## config.mk

```make
export PLATFORM = sky130hd
export DESIGN_NAME = sqvs_queue
export DESIGN_NICKNAME = d
export VERILOG_FILES = /design/src/rtl/sqvs_pkg.sv /design/src/rtl/sqvs_queue.sv
export SDC_FILE = /design/constraint.sdc
export NUM_CORES = 1
export LEC_CHECK = 0
export BUFFER_PORTS_ARGS = -buffer_cell sky130_fd_sc_hd__buf_2
export CORE_UTILIZATION = 42
export CTS_CLUSTER_DIAMETER = 50
export DETAILED_ROUTE_END_ITERATION = 12
export PLACE_DENSITY = 0.65
export SYNTH_ARGS = -nofsm -noshare
export SYNTH_HDL_FRONTEND = slang
export SYNTH_SLANG_ARGS = --single-unit
```

## constraint.sdc

```tcl
create_clock -name i_clk -period 14.51 [get_ports i_clk]
set_input_delay 2.902 -clock i_clk [delete_from_list [all_inputs] [get_ports i_clk]]
set_output_delay 2.902 -clock i_clk [all_outputs]
set_load 0.005 [all_outputs]
```

## src/rtl/sqvs_pkg.sv

```systemverilog
// Package for the sprite quad vertex setup block: widths, codes, the job type
// passed from front to back, and the constant function that builds the sine table.
package sqvs_pkg;

    // Angle and sine table geometry.
    localparam int ANGLE_BITS = 12;
    localparam int QUARTER    = 1 << (ANGLE_BITS - 2);
    localparam int IDX_W      = ANGLE_BITS - 1;
    localparam int ROM_DEPTH  = QUARTER + 1;
    localparam int SIN_MAG_W  = 15;
    localparam int TRIG_W     = 16;

    // Field widths.
    localparam int POS_W     = 16;
    localparam int SCALE_W   = 16;
    localparam int SRC_W     = 12;
    localparam int EDGE_W    = SRC_W + 1;
    localparam int TEX_W     = 13;
    localparam int COORD_W   = 16;
    localparam int CORNER_W  = 2;

    // Offset and rotation datapath widths.
    localparam int OFS0_W     = 33;
    localparam int OFS_W      = OFS0_W + 1;
    localparam int PROD_W     = OFS_W + TRIG_W;
    localparam int ROT_W      = PROD_W + 1;
    localparam int FRAC_SHIFT = 22;
    localparam int DELTA_W    = ROT_W - FRAC_SHIFT;
    localparam int SUM_W      = DELTA_W + 1;

    localparam logic signed [SUM_W-1:0] POS_MAX = SUM_W'((1 << (POS_W - 1)) - 1);
    localparam logic signed [SUM_W-1:0] POS_MIN = -(SUM_W'(1 << (POS_W - 1)));

    // Texture coordinate divider.
    localparam int NUM_W           = 28;
    localparam int QUO_W           = COORD_W;
    localparam int REM_W           = TEX_W;
    localparam int DIGITS_PER_STEP = 4;
    localparam int DIV_STEPS       = QUO_W / DIGITS_PER_STEP;
    localparam int DIV_CNT_W       = $clog2(DIV_STEPS);
    localparam int LANES           = 4;

    // Queue between front and back.
    localparam int QUEUE_DEPTH = 2;
    localparam int QPTR_W      = $clog2(QUEUE_DEPTH);
    localparam int QCNT_W      = $clog2(QUEUE_DEPTH + 1);

    // Configuration register indexes.
    localparam int CFG_IDX_W = 1;
    localparam logic [CFG_IDX_W-1:0] REG_TEX_WIDTH  = 1'b0;
    localparam logic [CFG_IDX_W-1:0] REG_TEX_HEIGHT = 1'b1;

    // Corner codes.
    localparam logic [CORNER_W-1:0] CORNER_TL = 2'd0;
    localparam logic [CORNER_W-1:0] CORNER_BR = 2'd3;

    // Sine table constants, Q2.30 and Q1.14.
    localparam longint unsigned ONE_Q30  = 64'd1 << 30;
    localparam longint unsigned PI_Q30   = 64'd3373259426;
    localparam longint unsigned UNIT_Q14 = 64'd16384;

    typedef logic [SIN_MAG_W-1:0] t_sine_rom [ROM_DEPTH];

    // One sprite after setup, ready for the back end.
    typedef struct packed {
        logic signed [POS_W-1:0]  pos_x;
        logic signed [POS_W-1:0]  pos_y;
        logic signed [OFS0_W-1:0] ox;
        logic signed [OFS0_W-1:0] oy;
        logic signed [OFS0_W-1:0] wx;
        logic signed [OFS0_W-1:0] hy;
        logic signed [TRIG_W-1:0] sn;
        logic signed [TRIG_W-1:0] cs;
        logic [EDGE_W-1:0]        u_lo;
        logic [EDGE_W-1:0]        u_hi;
        logic [EDGE_W-1:0]        v_lo;
        logic [EDGE_W-1:0]        v_hi;
    } t_job;

    // First quadrant sine, degree-9 Taylor series in Q2.30, rounded to Q1.14.
    function automatic logic [SIN_MAG_W-1:0] sine_quadrant(input longint unsigned r);
        longint unsigned x;
        longint unsigned x2;
        longint unsigned t;
        longint unsigned s;
        longint unsigned q;
        x  = (r * PI_Q30 + QUARTER) / (2 * QUARTER);
        x2 = (x * x) >> 30;
        t  = ONE_Q30 - x2 / 72;
        t  = ONE_Q30 - ((x2 * t) >> 30) / 42;
        t  = ONE_Q30 - ((x2 * t) >> 30) / 20;
        t  = ONE_Q30 - ((x2 * t) >> 30) / 6;
        s  = (x * t) >> 30;
        q  = (s + (64'd1 << 15)) >> 16;
        if (q > UNIT_Q14) begin
            q = UNIT_Q14;
        end
        return q[SIN_MAG_W-1:0];
    endfunction

    // Whole quadrant table, built at elaboration.
    function automatic t_sine_rom build_sine_rom();
        t_sine_rom rom;
        for (int i = 0; i < ROM_DEPTH; i++) begin
            rom[i] = sine_quadrant(64'(i));
        end
        return rom;
    endfunction

endpackage

```

## src/rtl/sqvs_queue.sv

```systemverilog
// Two-entry job queue between the front and back ends of the vertex setup.
// Depends on sqvs_pkg for the job type and depth.
module sqvs_queue import sqvs_pkg::*; (
    input  logic i_clk,
    input  logic i_rst_n,
    input  logic i_push,
    input  t_job i_job,
    output logic o_full,
    input  logic i_pop,
    output t_job o_job,
    output logic o_empty
);

    t_job              r_mem [QUEUE_DEPTH];
    logic [QPTR_W-1:0] r_wptr;
    logic [QPTR_W-1:0] r_rptr;
    logic [QCNT_W-1:0] r_count;
    logic              w_do_push;
    logic              w_do_pop;

    assign o_full    = (r_count == QCNT_W'(QUEUE_DEPTH));
    assign o_empty   = (r_count == '0);
    assign w_do_push = i_push && !o_full;
    assign w_do_pop  = i_pop && !o_empty;
    assign o_job     = r_mem[r_rptr];

    // Pointers and fill count.
    always_ff @(posedge i_clk) begin
        if (!i_rst_n) begin
            r_wptr  <= '0;
            r_rptr  <= '0;
            r_count <= '0;
        end else begin
            if (w_do_push) begin
                r_wptr <= r_wptr + 1'b1;
            end
            if (w_do_pop) begin
                r_rptr <= r_rptr + 1'b1;
            end
            if (w_do_push && !w_do_pop) begin
                r_count <= r_count + 1'b1;
            end else if (w_do_pop && !w_do_push) begin
                r_count <= r_count - 1'b1;
            end
        end
    end

    // Entry storage.
    always_ff @(posedge i_clk) begin
        if (w_do_push) begin
            r_mem[r_wptr] <= i_job;
        end
    end

endmodule

```

Word level (Yosys, flattened, before mapping)
Memory sizes are Yosys's and may differ from the RTL's. A register that Yosys moved wholly into a read port is not among the register bits.
Index checks and enable logic that the tools add are counted.
{"block": "classes", "n_reduce_logical": 10, "n_addsub": 4, "muxes": 6, "n_eq_ne": 1}
{"operator": "1-bit logical AND", "n": 4}
{"operator": "1-bit logical NOT", "n": 4}
{"operator": "1-bit 2-to-1 mux", "n": 4}
{"operator": "2-bit 2-to-1 mux", "n": 2}
{"operator": "1-bit adder (second input constant)", "n": 2}
{"operator": "2-bit by 1-bit adder with 2-bit output (second input constant)", "n": 1}
{"operator": "2-bit == test (second input constant)", "n": 1}
{"operator": "2-bit logical NOT", "n": 1}
{"operator": "2-bit nonzero test", "n": 1}
{"operator": "2-bit by 1-bit subtractor with 2-bit output (second input constant)", "n": 1}
{"block": "word_totals", "ramBits": 496, "memories": 1, "out_inout_bits": 250, "wordCells": 25, "ff_bits": 4, "in_bits": 252}
{"memory": "r_mem", "depth": 2, "word_bits": 248, "rd": 1, "rd_ports_with_merged_regs": 1, "write_ports": 1, "line": "sqvs_queue.sv:14", "source": "t_job r_mem [QUEUE_DEPTH];"}

Longest topological paths before layout
Gate-level depths: netlist of run 1.
{"block": "depth", "depth_word": 7, "depth_mapped": 7, "depth_no_buf": 7}

Least setup slack after synthesis of run 1
OpenSTA, ideal clock, no wires.
{"block": "synth_timing", "kind": "input to register", "from": "input i_push", "to": "register r_wptr", "setup_slack_ns": 1.211, "path_buffers": 0, "t_required_ns": 14.408, "setup_time_ns": 0.102, "cell_stages": 3, "t_arrival_ns": 13.198, "cell_sequence": "inv_1 -> nor3_2 -> o21a_1"}
{"block": "synth_via", "elab_chain_len": 1}
{"item": "from (decl)", "line": "sqvs_queue.sv:6", "source": "input logic i_push,"}
{"item": "1-bit logical AND", "line": "sqvs_queue.sv:23", "source": "assign w_do_push = i_push && !o_full;"}
{"item": "to (signal assigned)", "line": "sqvs_queue.sv:35", "source": "r_wptr <= r_wptr + 1'b1;"}
{"item": "to (decl)", "line": "sqvs_queue.sv:15", "source": "logic [QPTR_W-1:0] r_wptr;"}
No other way between the ends.
A chain may end at the register's enable or synchronous reset.

==> results of run 1 <==
==> worst register-to-register path: stages, from the launching register on <==
cell and delay (ps):
sky130_fd_sc_hd__dfxtp_1 420, sky130_fd_sc_hd__nand2b_1 180, sky130_fd_sc_hd__and3_4 730, sky130_fd_sc_hd__buf_4 800
sky130_fd_sc_hd__buf_4 910
==> stage by stage <==
step	total power [mW]	std cells	setup slack (ps)
finish	4.18	1965	7770
global route	4.35	1963	7530
CTS	4.23	1961	7660
detailed placement	2.93	1871	8290
global placement	2.92	1871	8350
floorplan	2.64	797	1210
==> kinds of logic after synthesis <==
| group | count (synthesis) | share of synthesized area |
|---|---|---|
| muxes | 248 | 0.186 |
| AOI/OAI and AO/OA | 5 | 0.00171 |
| and+or+nand+nor | 9 | 0.00289 |
| buffers and inverters | 30 | 0.0189 |
| xor gates and xnor gates | 3 | 0.00138 |
| DFF | 501 | 0.788 |
| adders and majority gates | 1 | 0.000658 |
==> area by class of cell <==
class	count	area, sq um
diodes	4	10.0
clock buffers	64	1370
clock inverters	26	297
fillers	3543	20700
inverters	2	7.51
multi-input cells	266	3680
flip-flops and latches	501	15000
well taps	592	741
repair buffers	510	2590
==> synthesized netlist by cell type <==
master,count,area [sq um]
sky130_fd_sc_hd__buf_2,2,10.0
sky130_fd_sc_hd__mux2_4,200,3000
sky130_fd_sc_hd__edfxtp_1,496,14900
sky130_fd_sc_hd__and2_1,3,18.8
sky130_fd_sc_hd__and3_1,1,6.26
sky130_fd_sc_hd__o21ai_1,1,5.00
sky130_fd_sc_hd__a21boi_0,1,7.51
sky130_fd_sc_hd__mux2_2,48,541
sky130_fd_sc_hd__or3_1,1,6.26
sky130_fd_sc_hd__buf_8,11,165
sky130_fd_sc_hd__o21a_1,1,7.51
sky130_fd_sc_hd__ha_1,1,12.5
sky130_fd_sc_hd__xor2_1,1,8.76
sky130_fd_sc_hd__buf_6,14,158
sky130_fd_sc_hd__nor3_2,1,10.0
sky130_fd_sc_hd__a21boi_1,1,7.51
sky130_fd_sc_hd__nor2_1,2,7.51
sky130_fd_sc_hd__xnor2_1,2,17.5
sky130_fd_sc_hd__buf_12,1,20.0
sky130_fd_sc_hd__o21ai_0,1,5.00
sky130_fd_sc_hd__dfxtp_1,5,100
sky130_fd_sc_hd__nand2b_1,1,6.26
sky130_fd_sc_hd__inv_1,2,7.51
==> routing by layer <==
metal | vias to the layer above | GRT usage
met5 | - | 0
met2 | 381 | 0.276
li1 | 4255 | -
met4 | 12 | 0.0576
met1 | 4591 | 0.198
met3 | 67 | 0.0634
==> flip-flops by register name, summed over array words and instances (netlist names), named ones only <==
register	flops
r_rptr	1
r_mem	496
r_wptr	1
r_count	2
==> power groups by stage <==
| stage | clock [mW] | sequential [mW] | combinational, mW |
|---|---|---|---|
| 6_report | 1.29 | 1.90 | 0.987 |
| 5_1_grt | 1.39 | 1.91 | 1.06 |
| 4_1_cts | 1.33 | 1.90 | 1.01 |
| 3_5_place_dp | 0 | 1.93 | 1.00 |
| 3_3_place_gp | 0 | 1.92 | 0.998 |
| 2_1_floorplan | 0 | 1.95 | 0.687 |
==> how the worst max path moves through the flow <==
stage,cells after the start,slack (ps),to
after floorplan,3,1210,r_wptr$_SDFFE_PN0P_
after global placement,4,8350,o_job[3]
after detailed placement,4,8290,o_job[3]
after CTS,4,7660,o_job[3]
after global routing,4,7530,o_job[2]
final,4,7770,o_job[2]
==> cells in the final DEF, fill, tap and decap left out, drive strengths merged <==
| cell | instances |
|---|---|
| edfxtp | 496 |
| mux2 | 248 |
| nand2b | 1 |
| dfxtp | 5 |
| o21a | 1 |
| clkbuf | 64 |
| inv | 4 |
| nor2 | 2 |
| o21ai | 2 |
| clkinvlp | 3 |
| a21boi | 2 |
| buf | 510 |
| diode | 4 |
| bufinv | 6 |
| and3 | 1 |
| xor2 | 1 |
| nor3 | 1 |
| ha | 1 |
| clkinv | 15 |
| or3 | 1 |
| xnor2 | 2 |
| and2 | 3 |
==> out/results.env, run 1 <==
ROUTABILITYCONGESTION=0.792
AREA_GROWTH_SYN_TO_LAYOUT_PCT=24.5
TIMING.FINAL.MAX_SLEW_VIOLATIONS=0
GRT_SETUP_UNREPAIRED='false'
CLOCK-SKEW-FINAL_PS=17.8
WIRELENGTH_MM=39.2
DP.FINAL_HPWL_MM=26.8
WORST-R2R-SETUP-SLACK_PS=11040
M1WIRELENGTH_MM=15.1
MAXCAPVIOLCOUNT=0
STD_CELL_ROWS=77
POST-ROUTE-PERIOD-UTIL=0.464
CTS_HOLD_BUF=0
FIRST_ITER_VIOLATIONS=540
FINAL_HOLD_VIO_COUNT=0
WORST_R2R_STARTPOINT='r_count[0]$_SDFFE_PN0P_'
SYNTH_SEQ_AREA_SHARE=0.788
SHARE_SEQ_OF_TOTAL_POWER=0.454
ANTENNA_VIOLATIONS_BEFORE_REPAIR=10
LAYOUT.NETS=1586
R2R-END='r_mem[1][69]$_DFFE_PP_'
COMB_POWER_SHARE=0.236
DIE_WIDTH_UM=215
AMOUNT_OF_WIRE_ON_MET3_AFTER_DETAILED_ROUTING_MM=3.76
CTS_TREE='built'
DRCVIOLATIONCOUNT=0
SETUP_VIOLS_FINAL=0
WHS_PATH_DEPTH=2
POWER.SWITCHING_FRACTION=0.249
TIMING.FMAX_MHz=148
SYNTH_AREA_SQ_MM=0.0190
PLACEMENT.IO_BUFFERS=501
P_LEAK_nW=9.16
SYN-INSTANCE-COUNT=797
TIGHTESTPINTRANSITION_PS=1140
DIE_H_UM=215
HOLD-WORST-SLACK_PS=542
KIND_OF_END_POINT_OF_THE_CRITICAL_PATH='output pin'
NET-SWITCHING-POWER_mW=1.04
GLOBAL_ROUTE_WIRE_LENGTH_BEFORE_REPAIR_MM=57.5
WORST_PATH_MOST_REPEATED_CELL='sky130_fd_sc_hd__buf_4'
SYN_AVG_CELL_AREA_SQ_UM=23.9
CLK_PIN_SLEW_WORST_PATHS_PS=50
PLACE_AREA_SQ_MM=0.0220
CRITICAL_PATH_CELL_WITH_THE_HIGHEST_STAGE_DELAY='sky130_fd_sc_hd__dfxtp_4'
ROUTED_VIA_DENSITY=4.74
DETAIL_ROUTE.WL_PER_CELL_UM=19.9
CRITICAL_PATH.CELL_CHAIN='buf_4, buf_4, mux2_2, buf_2'
OUTCOME='complete, no violations'
DR_WL_MET2_MM=19.3
YS_SEQ_ELEMENTS=501
TOTAL_DIE_AREA_SQ_MM=0.0462
CRITICAL_PATH_CLASS='reg -> out'
CLK_LATENCY_PS=570
CPLARGESTDELAYFAMILY='buffers and inverters'
PEAKVDDDROP_V=0.000127
TIMING.CRITICAL_PATH.FROM_TYPE='register'
POWER.CLOCK.FRACTION=0.310
YOSYS_WARNINGS=0
ROUTE.TOP_LAYER_USED='met5'
WORST-ENDPOINT-REQUIRED_PS=11610
FLOORPLAN.INITIALDENSITY=0.428
FINALWORSTPATHREQUIREDPERIOD_PS=6740
GRT_UTIL_ALL_LAYERS=0.166
TIMING.MAX_SLEW.REL_SLACK=0.240
YOSYS.CELL_TYPES.COUNT=23
GR-TOTAL-OVERFLOW=0
SYNTHESIS.NETS=1050
FINAL_UTIL=0.533
POST-ROUTE-CELL-AREA_SQ_MM=0.0237
HOLD_PATH_END='r_count[1]$_SDFFE_PN0P_'
MIN-DELAY-START='r_count[1]$_SDFFE_PN0P_'
TNS_PS=0
DRT_PRE_ANTENNA_ITERS=4
CTS_MADE_BUFFERS=52
POWER.INTERNAL_mW=3.13
FIRST_GLOBAL_VIAS=9505
FINAL_LAYOUT_SIZE_SUFFIX_GT1_FRAC=0.606
TOP_LEVEL_PORTS=502
CTS_MAX_PATH_BUFFERS=3
CRIT_BUF_INV=3
CPPEAKSTAGEDELAY_PS=920
POST_CTS_RESIZE_COUNT=0
CORE_REGION_AREA_SQ_MM=0.0444
CRITICAL_PATH_ARRIVAL_PS=3830
ROUTE.ANTENNA.REMAINING_NETS=0
DR_TOTAL_VIAS=9306
GRT_MAX_DEGREE=180
CTS_ROOT_BUFFER='sky130_fd_sc_hd__clkbuf_16'
POWER_DENSITY_mW_PER_MM2=176
RR_WORST_DEPTH=4
CLKSINKCOUNT=501
POSTCTSSETUPREPAIRBUFS=0
HOLD_CRIT_PATH_TYPE='reg -> reg'
CRIT_PATH_MAX_FANOUT=55
CTS_HTREE_LEVELS=2
Power figures use the tool's default switching activity.
==> run 2: changes to the inputs <==
clock period = 6.5 ns   (was 14.51 ns; I/O delays follow)
==> out/results.env, run 2 (synthesis gave the netlist of run 1 again) <==
OUTCOME='complete, no violations'
P_LEAK_nW=9.20  # +0.38%
POSTLAYOUTSETUPSLACKWORST_PS=2870  # -4910 ps
CRITICAL_PATH.CELL_CHAIN='buf_12, mux2_2, buf_2'
DIE_WIDTH_UM=215  # unchanged
PLACE_AREA_SQ_MM=0.0221  # +0.24%
POWER.CLOCK.FRACTION=0.310  # about the same
MAXCAPVIOLCOUNT=0  # unchanged
CLK_PIN_SLEW_WORST_PATHS_PS=60  # about the same
STD_CELL_ROWS=77  # unchanged
TIMING.FINAL.MAX_SLEW_VIOLATIONS=0  # unchanged
POST-ROUTE-CELL-AREA_SQ_MM=0.0238  # +0.40%
GRT_MAX_DEGREE=133  # -26%
SETUP_VIOLS_FINAL=0  # unchanged
SHARE_SEQ_OF_TOTAL_POWER=0.445  # -0.009
POWER_DENSITY_mW_PER_MM2=394  # +120%
FINALWORSTPATHREQUIREDPERIOD_PS=3630
TIMING.MAX_SLEW.REL_SLACK=0.259  # +0.0190
FINAL_LAYOUT_SIZE_SUFFIX_GT1_FRAC=0.608  # +0.00185
CRITICAL_PATH_CELL_WITH_THE_HIGHEST_STAGE_DELAY='sky130_fd_sc_hd__buf_12'
CRITICAL_PATH_ARRIVAL_PS=2330  # -1500 ps
CLKSINKCOUNT=501  # unchanged
NET-SWITCHING-POWER_mW=2.41  # +130%
GRT_SETUP_UNREPAIRED='false'
TIGHTESTPINTRANSITION_PS=1110  # -28.5 ps
GRT_UTIL_ALL_LAYERS=0.165  # -0.00186
TIMING.CRITICAL_PATH.FROM_TYPE='register'
FINAL_HOLD_VIO_COUNT=0  # unchanged
DRT_PRE_ANTENNA_ITERS=4  # unchanged
DETAIL_ROUTE.WL_PER_CELL_UM=19.7  # -1.0%
TOTAL_DIE_AREA_SQ_MM=0.0462  # unchanged
PLACE_WS_PS=3490  # -4800 ps
ROUTED_VIA_DENSITY=4.72  # -0.41%
CLOCK-SKEW-FINAL_PS=18.8  # +0.937 ps
DR_TOTAL_VIAS=9320  # +0.15%
PEAKVDDDROP_V=0.000406  # +220%
WORST-ENDPOINT-REQUIRED_PS=5200  # -6410 ps
DP.FINAL_HPWL_MM=25.8  # -3.8%
FIRST_ITER_VIOLATIONS=463  # -14%
CTS_TREE='built'
CTS_ROOT_BUFFER='sky130_fd_sc_hd__clkbuf_16'
FLOORPLAN.INITIALDENSITY=0.428  # unchanged
CTS_HOLD_BUF=0  # unchanged
LARGEST_REGISTER_FF_COUNT=496  # unchanged
ROUTE.ANTENNA.REMAINING_NETS=0  # unchanged
CRIT_BUF_INV=2  # -1
LARGEST-REGISTER='r_mem'
COMB_POWER_SHARE=0.245  # +0.009
TIMING.FMAX_MHz=275
POSTCTSSETUPREPAIRBUFS=0  # unchanged
AREA_GROWTH_SYN_TO_LAYOUT_PCT=25.0
LAYOUT_TOP_REGISTERS='r_mem: 496 flops, r_count: 2 flops'
POWER.INTERNAL_mW=6.95  # +120%
MOSTFREQUENTLAYOUTCELL='sky130_fd_sc_hd__buf_2'
CTS_HTREE_LEVELS=2  # unchanged
CPLARGESTDELAYFAMILY='buffers and inverters'
DRCVIOLATIONCOUNT=0  # unchanged
P_TOTAL_mW=9.36  # +120%
CPPEAKSTAGEDELAY_PS=550  # -370 ps
CTS_MAX_PATH_BUFFERS=3  # unchanged
FINAL_CELL_MIX='sky130_fd_sc_hd__buf_2 (501), sky130_fd_sc_hd__edfxtp_1 (496), sky130_fd_sc_hd__mux2_4 (200)'
POST-ROUTE-PERIOD-UTIL=0.559
ROUTABILITYCONGESTION=0.775  # -2.1%
LAYOUT.NETS=1585  # -0.063%
POST_CTS_RESIZE_COUNT=0  # unchanged
PLACEMENT.IO_BUFFERS=501  # unchanged
HOLD_CRIT_PATH_TYPE='reg -> reg'
ANTENNA_VIOLATIONS_BEFORE_REPAIR=13  # +3
TOP_LEVEL_PORTS=502  # unchanged
POWER.SWITCHING_FRACTION=0.257  # +0.00792
CRITICAL_PATH_CLASS='reg -> out'
DIE_H_UM=215  # unchanged
CRIT_PATH_MAX_FANOUT=129  # +130%
CORE_REGION_AREA_SQ_MM=0.0444  # unchanged
KIND_OF_END_POINT_OF_THE_CRITICAL_PATH='output pin'
CLK_LATENCY_PS=590  # +20 ps
GLOBAL_ROUTE_WIRE_LENGTH_BEFORE_REPAIR_MM=57.1  # -0.67%
FIRST_GLOBAL_VIAS=9712  # +2.2%
CTS_MADE_BUFFERS=54  # +3.8%
GR-TOTAL-OVERFLOW=0  # unchanged
WIRELENGTH_MM=39.0  # -0.46%
==> run 2: cell count changes in the layout (fill, tap and decap cells not counted), sizes merged <==
cell	change
buf	-3
bufinv	-3
clkbuf	-2
clkinv	+13
clkinvlp	-1
diode	+2
inv	+5
==> run 2: layout make-up <==
type	instances	area (sq um)
clock buffer	62	1380
antenna	6	15.0
timing repair buffer	507	2630
sequential	501	15000
tap	592	741
fill	3569	20600
inverter	2	20.0
clock inverter	40	319
multi-input combinational	266	3680
==> run 2: final timing paths <==
check | start | end | slack (ps) | cells after the start
worst max register to register | r_count[0]$_SDFFE_PN0P_ | r_mem[1][45]$_DFFE_PP_ | 4430 | 3
worst max-delay path | register | o_job[242] | 2870 | 3
worst min register to register | r_count[1]$_SDFFE_PN0P_ | r_count[1]$_SDFFE_PN0P_ | 530 | 2
worst min-delay path | r_count[1]$_SDFFE_PN0P_ | r_count[1]$_SDFFE_PN0P_ | 530 | 2
==> run 2: per-stage QoR <==
step / TNS [ps] / hold WS [ps] / util / cells
5_1_grt: 0 / 562 / 0.535 / 1971
2_1_floorplan: -291890 / 483 / - / 797
3_5_place_dp: 0 / 518 / 0.497 / 1868
4_1_cts: 0 / 528 / 0.535 / 1970
3_3_place_gp: 0 / 499 / 0.497 / 1868
6_report: 0 / 529 / 0.535 / 1976
==> run 2: worst register-to-register path: cells and delay by family (launching register included) <==
kind | cells | cell delay, ps
buffers and inverters | 1 | 460
flip-flops | 1 | 410
AND/OR/NAND/NOR | 2 | 520
==> run 2: metal layers <==
metal	vias to the layer above	share of wire	global-route usage
met5	-	0.0031	0
met4	18	0.027	0.0650
met2	364	0.50	0.281
li1	4279	-	-
met3	79	0.095	0.0678
met1	4580	0.37	0.182
==> run 2: power by group through the flow <==
stage	Combinational [mW]	Sequential [mW]	Clock [mW]
after global placement	2.33	4.21	0
after global routing	2.45	4.20	3.10
final	2.30	4.16	2.90
after CTS	2.34	4.17	2.98
after floorplan	1.54	4.28	0
after detailed placement	2.33	4.23	0
==> run 3: changes to the inputs <==
PLACE_DENSITY = 0.67   (was 0.65)
clock period = 3.3 ns   (was 6.5 ns; I/O delays follow)
==> out/results.env, run 3 (synthesis gave the netlist of run 1 again) <==
POWER_DENSITY_mW_PER_MM2=768  # +95%
DRCVIOLATIONCOUNT=0  # unchanged
CLK_PIN_SLEW_WORST_PATHS_PS=60  # about the same
POST-ROUTE-CELL-AREA_SQ_MM=0.0240  # +0.77%
CTS_TREE='built'
FINALWORSTPATHREQUIREDPERIOD_PS=2900
LAYOUT_TOP_REGISTERS='r_mem: 496 flops, r_count: 2 flops'
PLACE_AREA_SQ_MM=0.0223  # +1.1%
CRITICAL_PATH_ARRIVAL_PS=2240  # -90 ps
DETAIL_ROUTE.WL_PER_CELL_UM=19.8  # about the same
ROUTED_VIA_DENSITY=4.72  # about the same
HOLD_CRIT_PATH_TYPE='in -> reg'
FINAL_CELL_MIX='sky130_fd_sc_hd__buf_2 (501), sky130_fd_sc_hd__edfxtp_1 (496), sky130_fd_sc_hd__mux2_4 (200)'
ROUTE.ANTENNA.REMAINING_NETS=0  # unchanged
CLK_LATENCY_PS=570  # -20 ps
FLOORPLAN.INITIALDENSITY=0.428  # unchanged
MOSTFREQUENTLAYOUTCELL='sky130_fd_sc_hd__buf_2'
WORST-ENDPOINT-REQUIRED_PS=2640  # -2560 ps
TIGHTESTPINTRANSITION_PS=849  # -263 ps
TIMING.FMAX_MHz=345
DIE_WIDTH_UM=215  # unchanged
CRITICAL_PATH_CLASS='reg -> out'
SETUP_VIOLS_FINAL=0  # unchanged
CLOCK-SKEW-FINAL_PS=17.1  # -1.72 ps
TIMING.CRITICAL_PATH.FROM_TYPE='register'
AREA_GROWTH_SYN_TO_LAYOUT_PCT=26.0
CTS_HOLD_BUF=0  # unchanged
WHS_PATH_DEPTH=1  # -1
CTS_ROOT_BUFFER='sky130_fd_sc_hd__clkbuf_16'
TIMING.FINAL.MAX_SLEW_VIOLATIONS=0  # unchanged
CTS_HTREE_LEVELS=2  # unchanged
DRT_PRE_ANTENNA_ITERS=4  # unchanged
P_LEAK_nW=9.31  # +1.3%
SHARE_SEQ_OF_TOTAL_POWER=0.448  # +0.003
TIMING.MAX_SLEW.REL_SLACK=0.434  # +0.175
DIE_H_UM=215  # unchanged
ANTENNA_VIOLATIONS_BEFORE_REPAIR=11  # -2
POWER.CLOCK.FRACTION=0.301  # -0.009
CTS_MAX_PATH_BUFFERS=3  # unchanged
FIRST_GLOBAL_VIAS=9777  # +0.67%
KIND_OF_END_POINT_OF_THE_CRITICAL_PATH='output pin'
NET-SWITCHING-POWER_mW=4.66  # +93%
LAYOUT.NETS=1607  # +1.4%
PLACEMENT.IO_BUFFERS=501  # unchanged
FINAL_LAYOUT_SIZE_SUFFIX_GT1_FRAC=0.614  # +0.00549
POST-ROUTE-PERIOD-UTIL=0.878
CLKSINKCOUNT=501  # unchanged
OUTCOME='complete, no violations'
GRT_MAX_DEGREE=126  # -5.3%
WIRELENGTH_MM=39.3  # +0.80%
LARGEST-REGISTER='r_mem'
CTS_MADE_BUFFERS=53  # -1.9%
ROUTABILITYCONGESTION=0.769  # -0.71%
STD_CELL_ROWS=77  # unchanged
MAXCAPVIOLCOUNT=0  # unchanged
TNS_PS=0  # unchanged
TOTAL_DIE_AREA_SQ_MM=0.0462  # unchanged
GRT_UTIL_ALL_LAYERS=0.166  # +0.000982
LARGEST_REGISTER_FF_COUNT=496  # unchanged
POWER.INTERNAL_mW=13.8  # +98%
CORE_REGION_AREA_SQ_MM=0.0444  # unchanged
TOP_LEVEL_PORTS=502  # unchanged
FINAL_HOLD_VIO_COUNT=0  # unchanged
GLOBAL_ROUTE_WIRE_LENGTH_BEFORE_REPAIR_MM=57.6  # +0.75%
DP.FINAL_HPWL_MM=27.5  # +6.7%
GRT_SETUP_UNREPAIRED='false'
FIRST_ITER_VIOLATIONS=446  # -3.7%
DR_TOTAL_VIAS=9386  # +0.71%
CRIT_PATH_MAX_FANOUT=28  # -78%
COMB_POWER_SHARE=0.251  # +0.006
NFILLCELLS=3516  # -1.5%
PEAKVDDDROP_V=0.000576  # +42%
POWER.SWITCHING_FRACTION=0.253  # -0.00442
POST_CTS_RESIZE_COUNT=0  # unchanged
GR-TOTAL-OVERFLOW=0  # unchanged
POSTCTSSETUPREPAIRBUFS=0  # unchanged
RR_WORST_DEPTH=4  # +1
==> run 3: worst paths after layout <==
| check | start | to | slack (ps) |
|---|---|---|---|
| min reg2reg | r_count[1]$_SDFFE_PN0P_ | r_count[1]$_SDFFE_PN0P_ | 540 |
| max | register | o_job[192] | 400 |
| min | i_job[4] | r_mem[0][4]$_DFFE_PP_ | 270 |
| max reg2reg | r_count[0]$_SDFFE_PN0P_ | r_mem[0][144]$_DFFE_PP_ | 1250 |
==> run 3: critical path: stages (launching register included) <==
cell	delay [ps]
sky130_fd_sc_hd__dfxtp_4	580
sky130_fd_sc_hd__buf_12	290
sky130_fd_sc_hd__buf_12	270
sky130_fd_sc_hd__mux2_4	330
sky130_fd_sc_hd__buf_2	130
==> run 3: layout make-up <==
| class | count | area (sq um) | area share |
|---|---|---|---|
| clock buffer | 72 | 1460 | 0.0609 |
| sequential | 501 | 15000 | 0.626 |
| antenna | 3 | 7.51 | 0.000313 |
| clock inverter | 24 | 184 | 0.00767 |
| inverter | 2 | 20.0 | 0.000835 |
| timing repair buffer | 530 | 2880 | 0.120 |
| tap | 592 | 741 | 0.0309 |
| multi-input combinational | 266 | 3680 | 0.154 |
==> run 3: metal layers <==
layer | vias to the layer above | part of all wire | GRT usage
met1 | 4603 | 0.39 | 0.196
li1 | 4309 | - | -
met4 | 16 | 0.022 | 0.0602
met5 | - | 0.0024 | 0
met3 | 69 | 0.097 | 0.0647
met2 | 389 | 0.49 | 0.273
==> run 3: metrics by stage <==
step,hold slack (ps),worst slack [ps],power (mW),cells,util
global route,225,291,19.2,1990,0.540
global placement,505,1020,13.0,1891,0.502
CTS,221,345,18.7,1987,0.539
floorplan,483,-3730,11.4,797,-
finish,269,404,18.4,1990,0.540
detailed placement,543,976,13.1,1891,0.502
==> run 3: power groups by stage <==
stage	combinational, mW	clock (mW)	sequential (mW)
global placement	4.65	0	8.33
global route	4.94	5.95	8.31
detailed placement	4.68	0	8.38
finish	4.62	5.55	8.24
CTS	4.70	5.71	8.25
floorplan	3.03	0	8.40
